$ cat src/rtl/cmfr_pkg.sv
`timescale 1ns / 1ps
// ----------------------------------------------------------------------------
// cmfr_pkg: shared types and constants of the CAN multi-frame reassembler
// Buffer sizing, result status codes, the frame and result payload structs,
// and the command and status groups between the controller and the datapath.
// ----------------------------------------------------------------------------
package cmfr_pkg;

  localparam int unsigned BUFFER_BYTES = 32;
  localparam int unsigned MAX_RESULTS  = 32;

  localparam int unsigned FILL_W  = $clog2(BUFFER_BYTES + 1);
  localparam int unsigned ADDR_W  = $clog2(BUFFER_BYTES);
  localparam int unsigned CNT_W   = $clog2(MAX_RESULTS + 1);
  localparam int unsigned MIN_W   = 6;
  localparam int unsigned TOTAL_W = 6;
  localparam int unsigned INDEX_W = 5;
  localparam int unsigned CMP_W   = (FILL_W > MIN_W) ? FILL_W : MIN_W;
  localparam int unsigned PADDR_W = 3;

  // Result status codes.
  localparam logic [2:0] ST_PARTIAL      = 3'd0;
  localparam logic [2:0] ST_IGNORED      = 3'd1;
  localparam logic [2:0] ST_ID_MISMATCH  = 3'd2;
  localparam logic [2:0] ST_TOGGLE_ERROR = 3'd3;
  localparam logic [2:0] ST_OVERFLOW     = 3'd4;
  localparam logic [2:0] ST_TOO_SHORT    = 3'd5;
  localparam logic [2:0] ST_COMPLETE     = 3'd6;

  // Register indexes on the configuration port.
  localparam logic REG_MIN_LENGTH = 1'b0;

  typedef struct packed {
    logic [3:0] frame_length;
    logic [7:0] byte0;
    logic [7:0] byte1;
    logic [7:0] byte2;
    logic [7:0] byte3;
    logic [7:0] byte4;
    logic [7:0] byte5;
    logic [7:0] byte6;
    logic [7:0] tail_byte;
  } in_t;

  typedef struct packed {
    logic [2:0]         status;
    logic [7:0]         data_byte;
    logic [INDEX_W-1:0] byte_index;
    logic [TOTAL_W-1:0] total_length;
    logic               last;
  } out_t;

  // Commands from the controller to the datapath.
  typedef struct packed {
    logic       load_frame;
    logic       open_xfer;
    logic       set_toggle;
    logic       abort_xfer;
    logic       write_byte;
    logic       commit_fill;
    logic       close_xfer;
    logic       emit_start;
    logic       emit_run;
    logic       resp_load;
    logic [2:0] resp_code;
  } cmd_t;

  // Status from the datapath to the controller.
  typedef struct packed {
    logic sof;
    logic eof;
    logic active;
    logic id_match;
    logic toggle_ok;
    logic len_zero;
    logic overflow;
    logic write_done;
    logic too_short;
    logic fill_zero;
    logic out_free;
    logic emit_done;
  } stat_t;

endpackage

$ cat src/rtl/cmfr_datapath.sv
`timescale 1ns / 1ps
// ----------------------------------------------------------------------------
// cmfr_datapath: frame registers, transfer state, byte buffer and result
// Holds the accepted frame, the transfer tracking state, the assembly buffer
// memory and the output register. Acts on controller commands and configuration writes.
// ----------------------------------------------------------------------------
module cmfr_datapath (
  input  logic                   clk_i,
  input  logic                   rst_ni,
  input  cmfr_pkg::in_t          in_data_i,
  input  cmfr_pkg::cmd_t         cmd_i,
  output cmfr_pkg::stat_t        stat_o,
  input  logic                   cfg_we_i,
  input  logic [cmfr_pkg::MIN_W-1:0] cfg_wdata_i,
  output logic [cmfr_pkg::MIN_W-1:0] min_length_o,
  output logic                   out_valid_o,
  input  logic                   out_stall_i,
  output cmfr_pkg::out_t         out_data_o
);
  import cmfr_pkg::*;

  // Accepted frame.
  logic [3:0] len_q;
  logic [7:0] bytes_q [7];
  logic [7:0] tail_q;

  // Transfer state.
  logic              active_q, active_d;
  logic [4:0]        cur_id_q, cur_id_d;
  logic              last_toggle_q, last_toggle_d;
  logic [FILL_W-1:0] fill_q, fill_d;
  logic [MIN_W-1:0]  min_length_q;

  // Buffer and unload counters.
  logic [7:0]        mem_q [BUFFER_BYTES];
  logic [2:0]        wcnt_q;
  logic [FILL_W-1:0] n_q;
  logic [CNT_W-1:0]  count_q;
  logic [CNT_W-1:0]  rcnt_q;
  logic [CNT_W-1:0]  lcnt_q;
  logic              pv_q;
  logic [7:0]        rd_data_q;

  logic              out_valid_q;
  out_t              out_q, out_d;

  logic              sof, eof, tog;
  logic [4:0]        id;
  logic [2:0]        payload;
  logic [FILL_W-1:0] base;
  logic [FILL_W:0]   sum;
  logic [ADDR_W-1:0] waddr;
  logic              out_free, can_load, rd_en, emit_done;
  logic [CNT_W-1:0]  count_d;
  logic [TOTAL_W-1:0] resp_total;

  assign sof     = tail_q[7];
  assign eof     = tail_q[6];
  assign tog     = tail_q[5];
  assign id      = tail_q[4:0];
  assign payload = 3'(len_q - 4'd1);
  assign base    = sof ? '0 : fill_q;
  assign sum     = (FILL_W + 1)'(base) + (FILL_W + 1)'(payload);
  assign waddr   = ADDR_W'(fill_q + FILL_W'(wcnt_q));

  assign out_free  = !out_valid_q || !out_stall_i;
  assign can_load  = cmd_i.emit_run && pv_q && out_free;
  assign rd_en     = cmd_i.emit_run && (rcnt_q != count_q) && (!pv_q || can_load);
  assign emit_done = can_load && ((lcnt_q + CNT_W'(1)) == count_q);

  always_comb begin
    stat_o.sof        = sof;
    stat_o.eof        = eof;
    stat_o.active     = active_q;
    stat_o.id_match   = (id == cur_id_q);
    stat_o.toggle_ok  = (tog != last_toggle_q);
    stat_o.len_zero   = (len_q == 4'd0);
    stat_o.overflow   = (sum > (FILL_W + 1)'(BUFFER_BYTES));
    stat_o.write_done = (wcnt_q == payload);
    stat_o.too_short  = (CMP_W'(fill_q) < CMP_W'(min_length_q));
    stat_o.fill_zero  = (fill_q == '0);
    stat_o.out_free   = out_free;
    stat_o.emit_done  = emit_done;
  end

  always_comb begin
    active_d      = active_q;
    cur_id_d      = cur_id_q;
    last_toggle_d = last_toggle_q;
    fill_d        = fill_q;
    if (cmd_i.open_xfer) begin
      active_d      = 1'b1;
      cur_id_d      = id;
      last_toggle_d = 1'b0;
      fill_d        = '0;
    end
    if (cmd_i.set_toggle) begin
      last_toggle_d = tog;
    end
    if (cmd_i.commit_fill) begin
      fill_d = fill_q + FILL_W'(payload);
    end
    if (cmd_i.abort_xfer || cmd_i.close_xfer) begin
      active_d = 1'b0;
      fill_d   = '0;
    end
  end

  always_ff @(posedge clk_i or negedge rst_ni) begin
    if (!rst_ni) begin
      active_q      <= 1'b0;
      cur_id_q      <= '0;
      last_toggle_q <= 1'b0;
      fill_q        <= '0;
      min_length_q  <= MIN_W'(1);
    end else begin
      active_q      <= active_d;
      cur_id_q      <= cur_id_d;
      last_toggle_q <= last_toggle_d;
      fill_q        <= fill_d;
      if (cfg_we_i) begin
        min_length_q <= cfg_wdata_i;
      end
    end
  end

  assign min_length_o = min_length_q;

  // Frame capture; a length code above eight counts as eight.
  always_ff @(posedge clk_i) begin
    if (cmd_i.load_frame) begin
      len_q      <= (in_data_i.frame_length > 4'd8) ? 4'd8 : in_data_i.frame_length;
      bytes_q[0] <= in_data_i.byte0;
      bytes_q[1] <= in_data_i.byte1;
      bytes_q[2] <= in_data_i.byte2;
      bytes_q[3] <= in_data_i.byte3;
      bytes_q[4] <= in_data_i.byte4;
      bytes_q[5] <= in_data_i.byte5;
      bytes_q[6] <= in_data_i.byte6;
      tail_q     <= in_data_i.tail_byte;
    end
  end

  always_comb begin
    if (32'(fill_q) > 32'(MAX_RESULTS)) begin
      count_d = CNT_W'(MAX_RESULTS);
    end else begin
      count_d = CNT_W'(fill_q);
    end
  end

  // One payload byte is written per cycle; the unload keeps one read ahead.
  always_ff @(posedge clk_i or negedge rst_ni) begin
    if (!rst_ni) begin
      wcnt_q  <= '0;
      n_q     <= '0;
      count_q <= '0;
      rcnt_q  <= '0;
      lcnt_q  <= '0;
      pv_q    <= 1'b0;
    end else begin
      if (cmd_i.load_frame) begin
        wcnt_q <= '0;
      end else if (cmd_i.write_byte) begin
        wcnt_q <= wcnt_q + 3'd1;
      end
      if (cmd_i.close_xfer) begin
        n_q     <= fill_q;
        count_q <= count_d;
      end
      if (cmd_i.emit_start) begin
        rcnt_q <= '0;
        lcnt_q <= '0;
        pv_q   <= 1'b0;
      end else begin
        if (rd_en) begin
          rcnt_q <= rcnt_q + CNT_W'(1);
          pv_q   <= 1'b1;
        end else if (can_load) begin
          pv_q <= 1'b0;
        end
        if (can_load) begin
          lcnt_q <= lcnt_q + CNT_W'(1);
        end
      end
    end
  end

  always_ff @(posedge clk_i) begin
    if (cmd_i.write_byte) begin
      mem_q[waddr] <= bytes_q[wcnt_q];
    end
    if (rd_en) begin
      rd_data_q <= mem_q[rcnt_q[ADDR_W-1:0]];
    end
  end

  always_comb begin
    case (cmd_i.resp_code) inside
      ST_PARTIAL, ST_IGNORED:    resp_total = TOTAL_W'(fill_q);
      ST_TOO_SHORT, ST_COMPLETE: resp_total = TOTAL_W'(n_q);
      default:                   resp_total = '0;
    endcase
  end

  always_comb begin
    out_d = out_q;
    if (cmd_i.resp_load) begin
      out_d.status       = cmd_i.resp_code;
      out_d.data_byte    = 8'd0;
      out_d.byte_index   = '0;
      out_d.total_length = resp_total;
      out_d.last         = 1'b1;
    end else if (can_load) begin
      out_d.status       = ST_COMPLETE;
      out_d.data_byte    = rd_data_q;
      out_d.byte_index   = INDEX_W'(lcnt_q);
      out_d.total_length = TOTAL_W'(n_q);
      out_d.last         = emit_done;
    end
  end

  always_ff @(posedge clk_i or negedge rst_ni) begin
    if (!rst_ni) begin
      out_valid_q <= 1'b0;
    end else if (cmd_i.resp_load || can_load) begin
      out_valid_q <= 1'b1;
    end else if (!out_stall_i) begin
      out_valid_q <= 1'b0;
    end
  end

  always_ff @(posedge clk_i) begin
    out_q <= out_d;
  end

  assign out_valid_o = out_valid_q;
  assign out_data_o  = out_q;

endmodule

$ cat src/rtl/cmfr_ctrl.sv
`timescale 1ns / 1ps
// ----------------------------------------------------------------------------
// cmfr_ctrl: frame handling state machine
// Decides how each frame is treated, sequences the buffer writes, closes the
// transfer and drives the single-result or byte-by-byte unload.
// ----------------------------------------------------------------------------
module cmfr_ctrl (
  input  logic            clk_i,
  input  logic            rst_ni,
  input  logic            in_valid_i,
  output logic            in_stall_o,
  input  cmfr_pkg::stat_t stat_i,
  output cmfr_pkg::cmd_t  cmd_o
);
  import cmfr_pkg::*;

  localparam logic [2:0] S_IDLE  = 3'd0;
  localparam logic [2:0] S_EVAL  = 3'd1;
  localparam logic [2:0] S_WRITE = 3'd2;
  localparam logic [2:0] S_CLOSE = 3'd3;
  localparam logic [2:0] S_RESP  = 3'd4;
  localparam logic [2:0] S_EMIT  = 3'd5;

  logic [2:0] state_q, state_d;
  logic [2:0] code_q, code_d;

  assign in_stall_o = (state_q != S_IDLE);

  always_comb begin
    state_d = state_q;
    code_d  = code_q;
    cmd_o   = '0;
    cmd_o.resp_code = code_q;
    unique case (state_q)
      S_IDLE: begin
        if (in_valid_i) begin
          cmd_o.load_frame = 1'b1;
          state_d          = S_EVAL;
        end
      end
      S_EVAL: begin
        if (!stat_i.sof && !stat_i.active) begin
          code_d  = ST_IGNORED;
          state_d = S_RESP;
        end else if (!stat_i.sof && !stat_i.id_match) begin
          cmd_o.abort_xfer = 1'b1;
          code_d           = ST_ID_MISMATCH;
          state_d          = S_RESP;
        end else if (!stat_i.sof && !stat_i.eof && !stat_i.toggle_ok) begin
          cmd_o.abort_xfer = 1'b1;
          code_d           = ST_TOGGLE_ERROR;
          state_d          = S_RESP;
        end else begin
          cmd_o.open_xfer  = stat_i.sof;
          cmd_o.set_toggle = !stat_i.sof && !stat_i.eof;
          // A frame without a tail byte is treated as an overflow too.
          if (stat_i.len_zero || stat_i.overflow) begin
            cmd_o.abort_xfer = 1'b1;
            code_d           = ST_OVERFLOW;
            state_d          = S_RESP;
          end else begin
            state_d = S_WRITE;
          end
        end
      end
      S_WRITE: begin
        if (!stat_i.write_done) begin
          cmd_o.write_byte = 1'b1;
        end else begin
          cmd_o.commit_fill = 1'b1;
          if (stat_i.eof) begin
            state_d = S_CLOSE;
          end else begin
            code_d  = ST_PARTIAL;
            state_d = S_RESP;
          end
        end
      end
      S_CLOSE: begin
        cmd_o.close_xfer = 1'b1;
        if (stat_i.too_short) begin
          code_d  = ST_TOO_SHORT;
          state_d = S_RESP;
        end else if (stat_i.fill_zero) begin
          code_d  = ST_COMPLETE;
          state_d = S_RESP;
        end else begin
          cmd_o.emit_start = 1'b1;
          state_d          = S_EMIT;
        end
      end
      S_RESP: begin
        if (stat_i.out_free) begin
          cmd_o.resp_load = 1'b1;
          state_d         = S_IDLE;
        end
      end
      S_EMIT: begin
        cmd_o.emit_run = 1'b1;
        if (stat_i.emit_done) begin
          state_d = S_IDLE;
        end
      end
      default: begin
        state_d = S_IDLE;
      end
    endcase
  end

  always_ff @(posedge clk_i or negedge rst_ni) begin
    if (!rst_ni) begin
      state_q <= S_IDLE;
      code_q  <= ST_PARTIAL;
    end else begin
      state_q <= state_d;
      code_q  <= code_d;
    end
  end

endmodule

$ cat src/rtl/can_multiframe_reassembler.sv
`timescale 1ns / 1ps
// ----------------------------------------------------------------------------
// can_multiframe_reassembler: multi-frame CAN transfer reassembly
// Frames enter on the in channel (valid/stall) and results leave on the out
// channel (valid/stall). min_length is written over the APB-style port.
//
// One frame is handled at a time. A frame is decided in S_EVAL, its payload
// bytes are written into the buffer one per cycle in S_WRITE (at most 7), and
// the fill is then committed. A frame that gives a single result loads it
// from S_RESP once the output is free, and the controller returns to S_IDLE
// to take the next frame. Frames rejected before the write phase go from
// S_EVAL straight to S_RESP. An end frame also passes through S_CLOSE.
// A completed transfer of n bytes then unloads one byte per cycle from the
// buffer memory while the output is not stalled, one read ahead of the
// output register. The buffer has a single write port, which sets the
// one-byte-per-cycle pace. Reset clears the transfer state and sets
// min_length to 1; buffer contents are not cleared. A stalled output holds
// its result and the block waits.
// ----------------------------------------------------------------------------
module can_multiframe_reassembler (
  input  logic                          clk_i,
  input  logic                          rst_ni,
  input  logic                          in_valid_i,
  output logic                          in_stall_o,
  input  cmfr_pkg::in_t                 in_data_i,
  output logic                          out_valid_o,
  input  logic                          out_stall_i,
  output cmfr_pkg::out_t                out_data_o,
  input  logic                          psel,
  input  logic                          penable,
  input  logic                          pwrite,
  input  logic [cmfr_pkg::PADDR_W-1:0]  paddr,
  input  logic [31:0]                   pwdata,
  output logic [31:0]                   prdata,
  output logic                          pready
);
  import cmfr_pkg::*;

  cmd_t              cmd;
  stat_t             stat;
  logic              cfg_we;
  logic [MIN_W-1:0]  min_length;

  assign pready = 1'b1;
  assign cfg_we = psel && penable && pwrite && (paddr[2] == REG_MIN_LENGTH);

  always_comb begin
    prdata = '0;
    if (paddr[2] == REG_MIN_LENGTH) begin
      prdata = 32'(min_length);
    end
  end

  cmfr_ctrl u_ctrl (
    .clk_i      (clk_i),
    .rst_ni     (rst_ni),
    .in_valid_i (in_valid_i),
    .in_stall_o (in_stall_o),
    .stat_i     (stat),
    .cmd_o      (cmd)
  );

  cmfr_datapath u_datapath (
    .clk_i        (clk_i),
    .rst_ni       (rst_ni),
    .in_data_i    (in_data_i),
    .cmd_i        (cmd),
    .stat_o       (stat),
    .cfg_we_i     (cfg_we),
    .cfg_wdata_i  (pwdata[MIN_W-1:0]),
    .min_length_o (min_length),
    .out_valid_o  (out_valid_o),
    .out_stall_i  (out_stall_i),
    .out_data_o   (out_data_o)
  );

endmodule

$ cat config.mk
export PLATFORM = sky130hd
export DESIGN_NAME = can_multiframe_reassembler
export DESIGN_NICKNAME = d
export VERILOG_FILES = /design/src/rtl/cmfr_pkg.sv /design/src/rtl/cmfr_datapath.sv /design/src/rtl/cmfr_ctrl.sv /design/src/rtl/can_multiframe_reassembler.sv
export SDC_FILE = /design/constraint.sdc
export NUM_CORES = 1
export LEC_CHECK = 0
export BUFFER_PORTS_ARGS = -buffer_cell sky130_fd_sc_hd__buf_2
export CAP_MARGIN = 20
export CORE_MARGIN = 4
export CORE_UTILIZATION = 40
export CTS_CLUSTER_DIAMETER = 50
export CTS_CLUSTER_SIZE = 16
export DETAILED_ROUTE_END_ITERATION = 8
export PLACE_DENSITY = 0.61
export SLEW_MARGIN = 5
export SYNTH_ARGS = -nofsm -noshare
export SYNTH_HDL_FRONTEND = slang
export SYNTH_HIERARCHICAL = 1
export SYNTH_SLANG_ARGS = --single-unit
$ cat constraint.sdc
create_clock -name clk_i -period 5.5 [get_ports clk_i]
set_input_delay 0.275 -clock clk_i [delete_from_list [all_inputs] [get_ports clk_i]]
set_output_delay 0.275 -clock clk_i [all_outputs]
set_load 0.02 [all_outputs]
; ---- Word level (Yosys, flattened, before mapping)
; Memory sizes are Yosys's and may differ from the RTL's. A register that Yosys moved wholly into a read port is not among the register bits.
; Cells that the tools add are included.
[totals]
mem_count = 2
wordCells = 167
ram_bits = 312
input_bits = 110
output_inout_bits = 58
ff_bits = 89
[op_classes]
mux = 68
magnitude_cmp = 4
addsub = 7
reduce_logical = 43
eq_ne = 21
bitwise_logic = 1
[mem_list]
columns = memory, words, word_bits, read_ports, rd_clocked_by_memory_dff, write_ports, line
row1 = u_datapath.mem_q, 32, 8, 1, 1, 1, cmfr_datapath.sv:35  ; logic [7:0] mem_q [BUFFER_BYTES];
row2 = u_datapath.bytes_q, 7, 8, 1, 0, 7, cmfr_datapath.sv:24  ; logic [7:0] bytes_q [7];
[ops]
columns = cell, n
row1 = $mux W6, 12
row2 = $mux W3, 21
row3 = $mux W23, 2
row4 = $mux W1, 27
row5 = $pmux W3 S6, 1
row6 = $add A6 B1 Y6 const B, 2
row7 = $eq A3 B3 Y1 const B, 4
row8 = $logic_and A1 B1 Y1, 12
row9 = $reduce_bool A2 Y1, 6
row10 = $reduce_bool A3 Y1, 4
row11 = $pmux W3 S3, 1
row12 = $logic_not A1 Y1, 8
row13 = $mux W2, 4
row14 = $ne A2 B1 Y1 const B, 4
row15 = $add A6 B3 Y7, 1
row16 = $gt A7 B6 Y1 const B, 1
row17 = $add A6 B3 Y6, 1
row18 = $eq A3 B1 Y1 const B, 2
row19 = $eq A3 B2 Y1 const B, 2
row20 = $eq A6 B6 Y1, 1
row21 = $gt A6 B6 Y1 const B, 1
row22 = $logic_not A3 Y1, 2
row23 = $logic_not A6 Y1, 1
row24 = $lt A6 B6 Y1, 1
row25 = 17 further kinds, 23

; ---- Logic depth before layout (Yosys ltp)
; Gate-level depths: netlist of the first run.
[depth]
depth_word = 12
mapped_depth = 17
ltp_nobuf = 15

; ---- Hierarchy
; Netlist of the first run, hierarchy kept.
[modules_own_cells]
columns = mod, n_inst, cells_per_inst, area_each_um2, seq_area_each_um2
row1 = cmfr_datapath, 1, 930, 16535.9, 11722.5
row2 = cmfr_ctrl, 1, 63, 538.0, 150.1
row3 = can_multiframe_reassembler, 1, 36, 272.8, 0.0

; ---- Least setup slack after synthesis of the first run
; OpenSTA, ideal clock, no wires.
[synth_timing]
kind = flip-flop to flip-flop
from = register u_ctrl.state_q[1]
to = memory u_datapath.bytes_q[0][0], enable pin
arrival_ns = 3.994
path_slack_ns = 1.007
path_stages_with_launch = 4
path_buffers = 1
setup_ns = 0.499
period_less_slack_ns = 4.493
required_ns = 5.001
cell_sequence = dfrtp_1 buf_6 or3_1 nor2_1
[synth_lines]
columns = element, line
row1 = from (decl), cmfr_ctrl.sv:24  ; logic [2:0] state_q, state_d;
row2 = from (signal assigned), cmfr_ctrl.sv:115  ; state_q <= state_d;
row3 = to (decl), cmfr_datapath.sv:24

==> impl_metrics.py, run 1 <==
metrics = {
    "outcome": {
        "status": "completed",
    },
    "setup_path": {
        "critPathRequiredTime_ps": 5660,
        "crit_chain": "inv_1, ha_1, xor2_1, xor2_1, nor3_1, nor3_1, buf_4, nand3_1, nor2_1",
        "slowest_stage": "nor2_1",
        "reg2reg_to": "u_datapath/mem_q[11][5]",
        "rr_startpoint": "u_datapath/len_q[0]",
        "reg2reg_depth": 9,
        "r2r_slack_ps": 1990,
        "start_kind": "register",
        "cp.arrival_ps": 3670,
        "path_class": "reg2reg",
        "crit_fanout": 8,
        "cp-end-kind": "register",
        "cpPeakStageDelay_ps": 890,
    },
    "final_layout": {
        "drive_above_1_share_pct": 24.90,
        "final_nets": 1336,
        "finish.instance_area_sq_um": 20350,
        "antenna_cells": 0,
        "area_growth_pct": 17.31,
    },
    "clocking": {
        "cts_tree": "built",
        "cts_buffers": 40,
        "cts_buffer_depth": 3,
        "htree_levels": 2,
        "cts_resized": 0,
        "worstSkewPairLatency_ps": 550,
        "cts.sinks": 409,
        "clock-root-buffer": "clkbuf_16",
        "cts_hold_buf": 72,
        "clk_pin_slew_ps": 60,
        "post_cts_buffers": 0,
    },
    "logic_synthesis": {
        "synth_adder_area_share_pct": 1.471,
        "ys_seq_area_share_pct": 68.44,
        "yosys.area_share.simple_pct": 6.080,
        "synth-xor-area-share_pct": 2.424,
        "synth.distinct_cells": 72,
        "synth_ff_type": "edfxtp_1",
        "synth_seq_cells": 409,
        "synth_top_area_share_pct": 59.03,
        "yosys.area.top_type": "edfxtp_1",
        "async_flop_share_pct": 13.20,
        "synth_compound_area_share_pct": 3.621,
        "yosys_warnings": 6,
        "synth_top_family_by_area": "multiplexers",
        "syn-cell-area_sq_um": 17350,
        "netlist_instances": 1029,
        "synth_area_leaders": "edfxtp_1 59%, mux4_2 9.2%, dfrtp_1 7.6%, mux4_1 2.6%, mux2_2 1.8%",
        "synth.area.mux_share_pct": 14.44,
        "avgSynthCellArea_sq_um": 16.86,
        "synth_edf_count": 341,
    },
    "pwr": {
        "power_w": 0.008516,
        "ir_drop_v": 0.0003206,
        "powerDensity_nw_per_um2": 418.5,
        "leakage_nw": 7.142,
    },
    "sta": {
        "final_hold_viol_count": 0,
        "max-slew-margin-rel_pct": 30.46,
        "slew_violations": 0,
        "setup_violations": 0,
        "tightest_slew_ps": 1043,
        "holdWs_ps": 54.07,
        "min_period_ps": 3510,
        "clock_skew_ps": 30.77,
        "setup_tns_ps": 0,
        "rsz0062_at_grt": "no",
        "max_freq_mhz": 284.9,
        "finalCritPeriodShare_pct": 63.82,
    },
    "hold_path": {
        "min_delay_path_depth": 2,
        "hp-class": "in2reg",
        "min_from": "in_data_i[65]",
        "holdPathEnd": "u_datapath/len_q[1]",
    },
    "detailed_routing": {
        "drtIter0Drc": 717,
        "drt-total-wl_mm": 35.79,
        "routedWlPerCell_um": 19.69,
        "drc": 0,
        "drt-pass1-iter-count": 5,
        "ant_nets": 0,
        "via_per_inst": 5.167,
        "vias": 9393,
    },
    "placed_design": {
        "routabilityCongestion": 0.7866,
        "place_area_sq_um": 18330,
        "dp_hpwl_mm": 21.89,
        "port_buffers": 112,
    },
    "die": {
        "die_h_um": 216.2,
        "die-area_sq_um": 46760,
        "start_util_pct": 40.36,
        "fp.dieW_um": 216.2,
        "row_count": 76,
        "core_area_sq_um": 42980,
        "ios": 168,
    },
    "run": {
        "maxCapViolCount": 0,
    },
    "grt": {
        "grt_pass1_wl_mm": 55.56,
        "grt_max_degree": 72,
        "overflow": 0,
        "grtUsageTotal_pct": 15.26,
        "grt_antenna_before_repair": 0,
        "grt_pass1_vias": 9423,
    },
}
-- how the worst max path moves through the flow --
| stage | to | from |
|---|---|---|
| 6_report | u_datapath/mem_q[11][5] | u_datapath/len_q[0] |
| 5_1_grt | u_datapath/fill_q[4] | u_datapath/len_q[0] |
| 4_1_cts | u_datapath/mem_q[12][4] | u_datapath/len_q[0] |
| 3_5_place_dp | u_datapath/mem_q[8][6] | u_datapath/len_q[0] |
| 3_3_place_gp | u_datapath/mem_q[12][5] | u_datapath/len_q[0] |
| 2_1_floorplan | u_datapath/bytes_q[0][0] | u_ctrl/state_q[1] |
-- cells by family after synthesis --
kind of cell	after synthesis
buf+inv	107
other cells	2
mux	130
simple gates	214
fa+ha+maj	20
flops	409
compound gates	99
xor+xnor	48
-- layer usage --
layer / routed length [um] / up-vias / global-route usage, %
met2: 17360 / 240 / 25.04
met1: 15880 / 4844 / 21.67
met5: 0 / - / 0
met4: 718 / 0 / 3.606
met3: 1830 / 53 / 2.440
li1: - / 4256 / -
-- layout by cell type, fill, tap and decap left out, drive strengths merged, types with 3 or more instances in the layout --
cell type,Yosys,routed
a22o,6,6
or3,3,3
a21oi,27,27
a31oi,4,4
clkbuf,30,46
nand2b,8,8
nand3b,10,10
mux4,88,88
buf,54,124
mux2,31,31
nor4,3,3
xnor2,20,20
nand2,64,64
bufinv,0,3
xor2,28,28
dfrtp,53,53
nor3,7,7
nor2,64,64
clkinvlp,0,3
nor3b,8,8
and2,3,3
clkinv,0,7
conb,2,27
ha,18,18
mux2i,11,11
nand3,11,11
and2b,6,6
a311oi,3,3
o21ai,38,38
edfxtp,341,341
nor2b,11,11
dlygate4sd3,0,72
inv,22,31
a21o,4,4
or2,3,3
and3,3,3
nand4,5,5
dfxtp,14,14
-- synthesized netlist by cell type (7+ instances only) --
| library cell | count |
|---|---|
| edfxtp_1 | 341 |
| mux4_2 | 71 |
| nand2_1 | 64 |
| nor2_1 | 64 |
| dfrtp_1 | 53 |
| o21ai_0 | 35 |
| buf_4 | 32 |
| clkbuf_1 | 30 |
| mux2_2 | 28 |
| xor2_1 | 28 |
| a21oi_1 | 26 |
| inv_1 | 21 |
| xnor2_1 | 20 |
| ha_1 | 18 |
| mux4_1 | 17 |
| dfxtp_1 | 14 |
| buf_2 | 13 |
| mux2i_1 | 11 |
| nand3_1 | 11 |
| nor2b_1 | 11 |
| nand3b_1 | 9 |
| nand2b_1 | 8 |
| nor3_1 | 7 |
| nor3b_1 | 7 |
-- sequential cells by signal (all words and copies together), names as in the netlist, 3 cells and up --
signal	flops
u_datapath/rcnt_q	6
u_ctrl/state_q	3
u_datapath/mem_q	256
u_datapath/tail_q	8
u_datapath/fill_q	6
u_datapath/out_data_o	23
u_datapath/len_q	4
u_datapath/wcnt_q	3
u_datapath/count_q	6
u_datapath/n_q	6
u_datapath/bytes_q	56
u_datapath/lcnt_q	6
u_datapath/rd_data_q	8
u_datapath/cur_id_q	5
u_datapath/min_length_o	6
u_ctrl/code_q	3
-- final cells by class --
cell class              count  area [sq um]
repair buffers            196          1384
clock inverters            22         241.5
inverters                  22         82.58
fillers                  3672         22630
well taps                 585         732.0
clock buffers              46          1055
flip-flops and latches    409         11880
multi-input cells         538          4977
-- report_power, final --
group	internal, W	total (W)	switching (W)
clock	0.00154	0.00271	0.00117
sequential	0.00395	0.00416	0.000216
combinational	0.000646	0.00164	0.000998
-- per-stage QoR --
step / cells / worst slack (ps) / util [%]
after detailed placement: 1678 / 1983 / 42.65
after global placement: 1678 / 1963 / 42.65
final: 1818 / 1990 / 47.35
after floorplan: 1054 / 1007 / -
after CTS: 1818 / 1984 / 47.35
after global routing: 1818 / 1712 / 47.35
-- critical path: cells and delay by family (launching register included) --
kind | cells | cell delay [ps]
xor+xnor | 2 | 510
fa+ha+maj | 1 | 230
buf+inv | 2 | 340
flops | 1 | 390
simple gates | 4 | 1680
Power figures use the tool's default switching activity.
==> run 2: changes to the inputs <==
--- a/config.mk
+++ b/config.mk
@@ -5,6 +5,7 @@
 export SDC_FILE = /design/constraint.sdc
 export NUM_CORES = 1
 export LEC_CHECK = 0
+export ABC_AREA = 1
 export BUFFER_PORTS_ARGS = -buffer_cell sky130_fd_sc_hd__buf_2
 export CAP_MARGIN = 20
 export CORE_MARGIN = 4
@@ -12,7 +13,7 @@
 export CTS_CLUSTER_DIAMETER = 50
 export CTS_CLUSTER_SIZE = 16
 export DETAILED_ROUTE_END_ITERATION = 8
-export PLACE_DENSITY = 0.61
+export PLACE_DENSITY = 0.6
 export SLEW_MARGIN = 5
 export SYNTH_ARGS = -nofsm -noshare
 export SYNTH_HDL_FRONTEND = slang
==> constraint.sdc (replaced) <==
create_clock -name clk_i -period 3.5 [get_ports clk_i]
set_input_delay 0.175 -clock clk_i [delete_from_list [all_inputs] [get_ports clk_i]]
set_output_delay 0.175 -clock clk_i [all_outputs]
set_load 0.02 [all_outputs]
==> run 2 against run 1 <==
Effect of this change:
- fmax grew 13%
- sequential share of layout area shrank 2.8 points
- clock skew shrank 2.6 ps
- clock power grew 55%
- largest power group unchanged
- cell count grew 40%
- clock-buffer cell count grew 1
- critical path depth grew 18
- worst setup slack lost 1600 ps
- die area grew 3.9%
- critical path type unchanged
- core utilization grew 0.76 points
- hold slack gained 28 ps
- largest cell class unchanged
- non-clock buffer count grew 57
==> impl_metrics.py, run 2 <==
metrics = {
    "outcome": {
        "status": "completed",
    },
    "final_layout": {
        "final_nets": 2058,
        "layout.area.seq_sq_um": 11880,
        "final_cell_mix": "509 x nand2_1, 341 x edfxtp_1, 212 x nand3_1, 112 x nor2_1, 112 x buf_2",
        "multiInputGateArea_sq_um": 5191,
        "largest-register": "u_datapath/mem_q",
        "drive_above_1_share_pct": 14.26,
        "largest_register_ffs": 256,
        "layout_commonest_cell": "nand2_1",
        "fill_cells": 3975,
        "area_growth_pct": 18.31,
        "antenna_cells": 0,
    },
    "logic_synthesis": {
        "synth-xor-area-share_pct": 1.012,
        "netlist_instances": 1720,
        "yosys.area.top_type": "edfxtp_1",
        "synth_edf_count": 341,
        "synth_adder_area_share_pct": 1.358,
        "ys_seq_area_share_pct": 65.75,
        "synth.distinct_cells": 45,
        "synth_top_area_share_pct": 56.71,
        "synth_area_leaders": "edfxtp_1 57%, nand2_1 11%, dfrtp_1 7.3%, nand3_1 5.9%, nor2_1 2.4%",
        "synth.area.mux_share_pct": 0,
        "synth_compound_area_share_pct": 5.384,
        "syn-cell-area_sq_um": 18060,
        "post-synth-top-count-cell": "nand2_1",
        "synth_seq_cells": 409,
        "yosys.area_share.simple_pct": 20.07,
        "synth_ff_type": "edfxtp_1",
        "synth_top_family_by_area": "simple AND/OR/NAND/NOR gates",
        "netlist_top_cells_count": "509 x nand2_1, 341 x edfxtp_1, 212 x nand3_1",
        "yosys_warnings": 6,
        "async_flop_share_pct": 13.20,
        "avgSynthCellArea_sq_um": 10.50,
    },
    "hold_path": {
        "min_delay_path_depth": 5,
        "hp-class": "in2reg",
        "min_from": "psel",
    },
    "detailed_routing": {
        "drt-pass1-iter-count": 7,
        "drt-total-wl_mm": 44.58,
        "ant_nets": 0,
        "drc": 0,
        "via_per_inst": 5.053,
        "drtIter0Drc": 940,
        "vias": 12880,
        "routedWlPerCell_um": 17.49,
    },
    "grt": {
        "grt_pass1_wl_mm": 70.15,
        "overflow": 0,
        "grtUsageTotal_pct": 18.44,
        "grt_antenna_before_repair": 0,
        "grt_max_degree": 72,
        "grt_pass1_vias": 12620,
    },
    "setup_path": {
        "crit_buf_inv": 7,
        "start_kind": "register",
        "reg2reg_depth": 27,
        "cpPeakStageDelay_ps": 400,
        "slowest_stage": "edfxtp_1",
        "rr_startpoint": "u_datapath/len_q[0]",
        "path_delay_family": "simple AND/OR/NAND/NOR gates",
        "path_depth": 27,
        "crit_path_frequent_cell": "nand2_1",
        "path_class": "reg2reg",
        "critPathRequiredTime_ps": 3930,
        "crit_start": "u_datapath/len_q[0]",
        "cp.arrival_ps": 3550,
        "cp-end-kind": "register",
        "crit_fanout": 5,
    },
    "sta": {
        "setup_violations": 0,
        "rsz0062_at_grt": "no",
        "max_freq_mhz": 321.1,
        "tightest_slew_ps": 1165,
        "slew_violations": 0,
        "min_period_ps": 3114,
        "final_hold_viol_count": 0,
        "setup_tns_ps": 0,
        "clock_skew_ps": 28.18,
        "finalWorstSetupSlack_ps": 386.2,
        "finalCritPeriodShare_pct": 88.97,
        "max-slew-margin-rel_pct": 21.76,
    },
    "run": {
        "maxCapViolCount": 0,
    },
    "die": {
        "row_count": 77,
        "die_h_um": 220.5,
        "ios": 168,
        "core_area_sq_um": 44410,
        "die-area_sq_um": 48610,
        "fp.dieW_um": 220.5,
        "start_util_pct": 40.66,
    },
    "placed_design": {
        "dp_worst_setup_slack_ps": 183.5,
        "port_buffers": 112,
        "routabilityCongestion": 0.8650,
        "dp_hpwl_mm": 28.08,
    },
    "clocking": {
        "worstSkewPairLatency_ps": 550,
        "clock-root-buffer": "clkbuf_16",
        "htree_levels": 2,
        "cts_buffer_depth": 3,
        "cts_tree": "built",
        "cts_buffers": 39,
        "cts.sinks": 409,
        "clk_pin_slew_ps": 60,
    },
    "pwr": {
        "powerDensity_nw_per_um2": 738.5,
        "leakage_nw": 8.548,
        "ir_drop_v": 0.0004869,
        "power_w": 0.01578,
    },
}
[run 2: changes by cell type after synthesis, moves of 26 or more]
cell	delta
nand2_1	+445
nand3_1	+201
inv_1	+84
mux4_2	-71
a21oi_1	+54
nor2_1	+50
mux2_2	-28
o21ai_0	+26
[run 2: final timing paths]
check / endpoint / slack, ps
max in group asynchronous: u_datapath/lcnt_q[4] / 2510
worst min register to register: u_datapath/out_data_o[17] / 450
min in group asynchronous: u_datapath/cur_id_q[1] / 260
worst min-delay path: u_datapath/min_length_o[0] / 80
worst max register to register: u_datapath/fill_q[3] / 390
worst max-delay path: u_datapath/fill_q[3] / 390
[run 2: what timing repair did]
item / 4_1_cts / 5_1_grt
resized for setup: 0 / 5
hold buffers: 76 / 0
setup buffers: 0 / 1
setup endpoints to repair: 0 / 6
hold endpoints to repair: 105 / 0
[run 2: per-stage QoR]
step                      std cells  hold slack, ps  utilization (%)  cell area (sq um)
after floorplan                1745          -120.6                -              18150
after global placement         2402           306.6            43.42              19280
after detailed placement       2402           313.2            43.42              19280
after CTS                      2547           50.79            47.99              21320
after global routing           2549           121.0            48.10              21360
final                          2549           82.14            48.10              21360
[run 2: cell families after synthesis]
kind of cell / Yosys count
adder cells (fa/ha/maj): 19
AND/OR/NAND/NOR: 867
buffers and inverters: 223
XOR/XNOR: 20
AO/OA/AOI/OAI: 180
other: 2
flip-flops: 409
[run 2: power by group]
group / internal [W] / switching, W / leakage (nW) / total (W)
Clock: 0.00232 / 0.00187 / 0.615 / 0.00419
Combinational: 0.00135 / 0.00355 / 4.01 / 0.00489
Sequential: 0.00644 / 0.000254 / 3.92 / 0.00670
Total: 0.0101 / 0.00567 / 8.55 / 0.0158
[run 2: final cells by class]
| class | instances | share of cell area, % |
|---|---|---|
| multi-input cells | 1113 | 24.30 |
| repair buffers | 253 | 8.679 |
| flip-flops and latches | 409 | 55.60 |
| inverters | 113 | 2.009 |
| clock buffers | 47 | 4.855 |
| clock inverters | 22 | 1.095 |
| well taps | 592 | 3.467 |
[run 2: routing by layer]
layer  track usage, %  part of all wire (%)  wire length [um]  vias up
met3            2.568                   5.6              2484      100
li1                 -                     -                 -     6202
met2            31.56                    49             21880      401
met1            24.35                    42             18900     6178
met5                0                     0                 0        -
met4            6.050                   2.9              1308        0
[run 2: worst min-delay path, cell delays in order]
cell     delay, ps
buf_2           90
nand2_1         50
nor2_1         130
nand2_1         90
o21ai_0         80
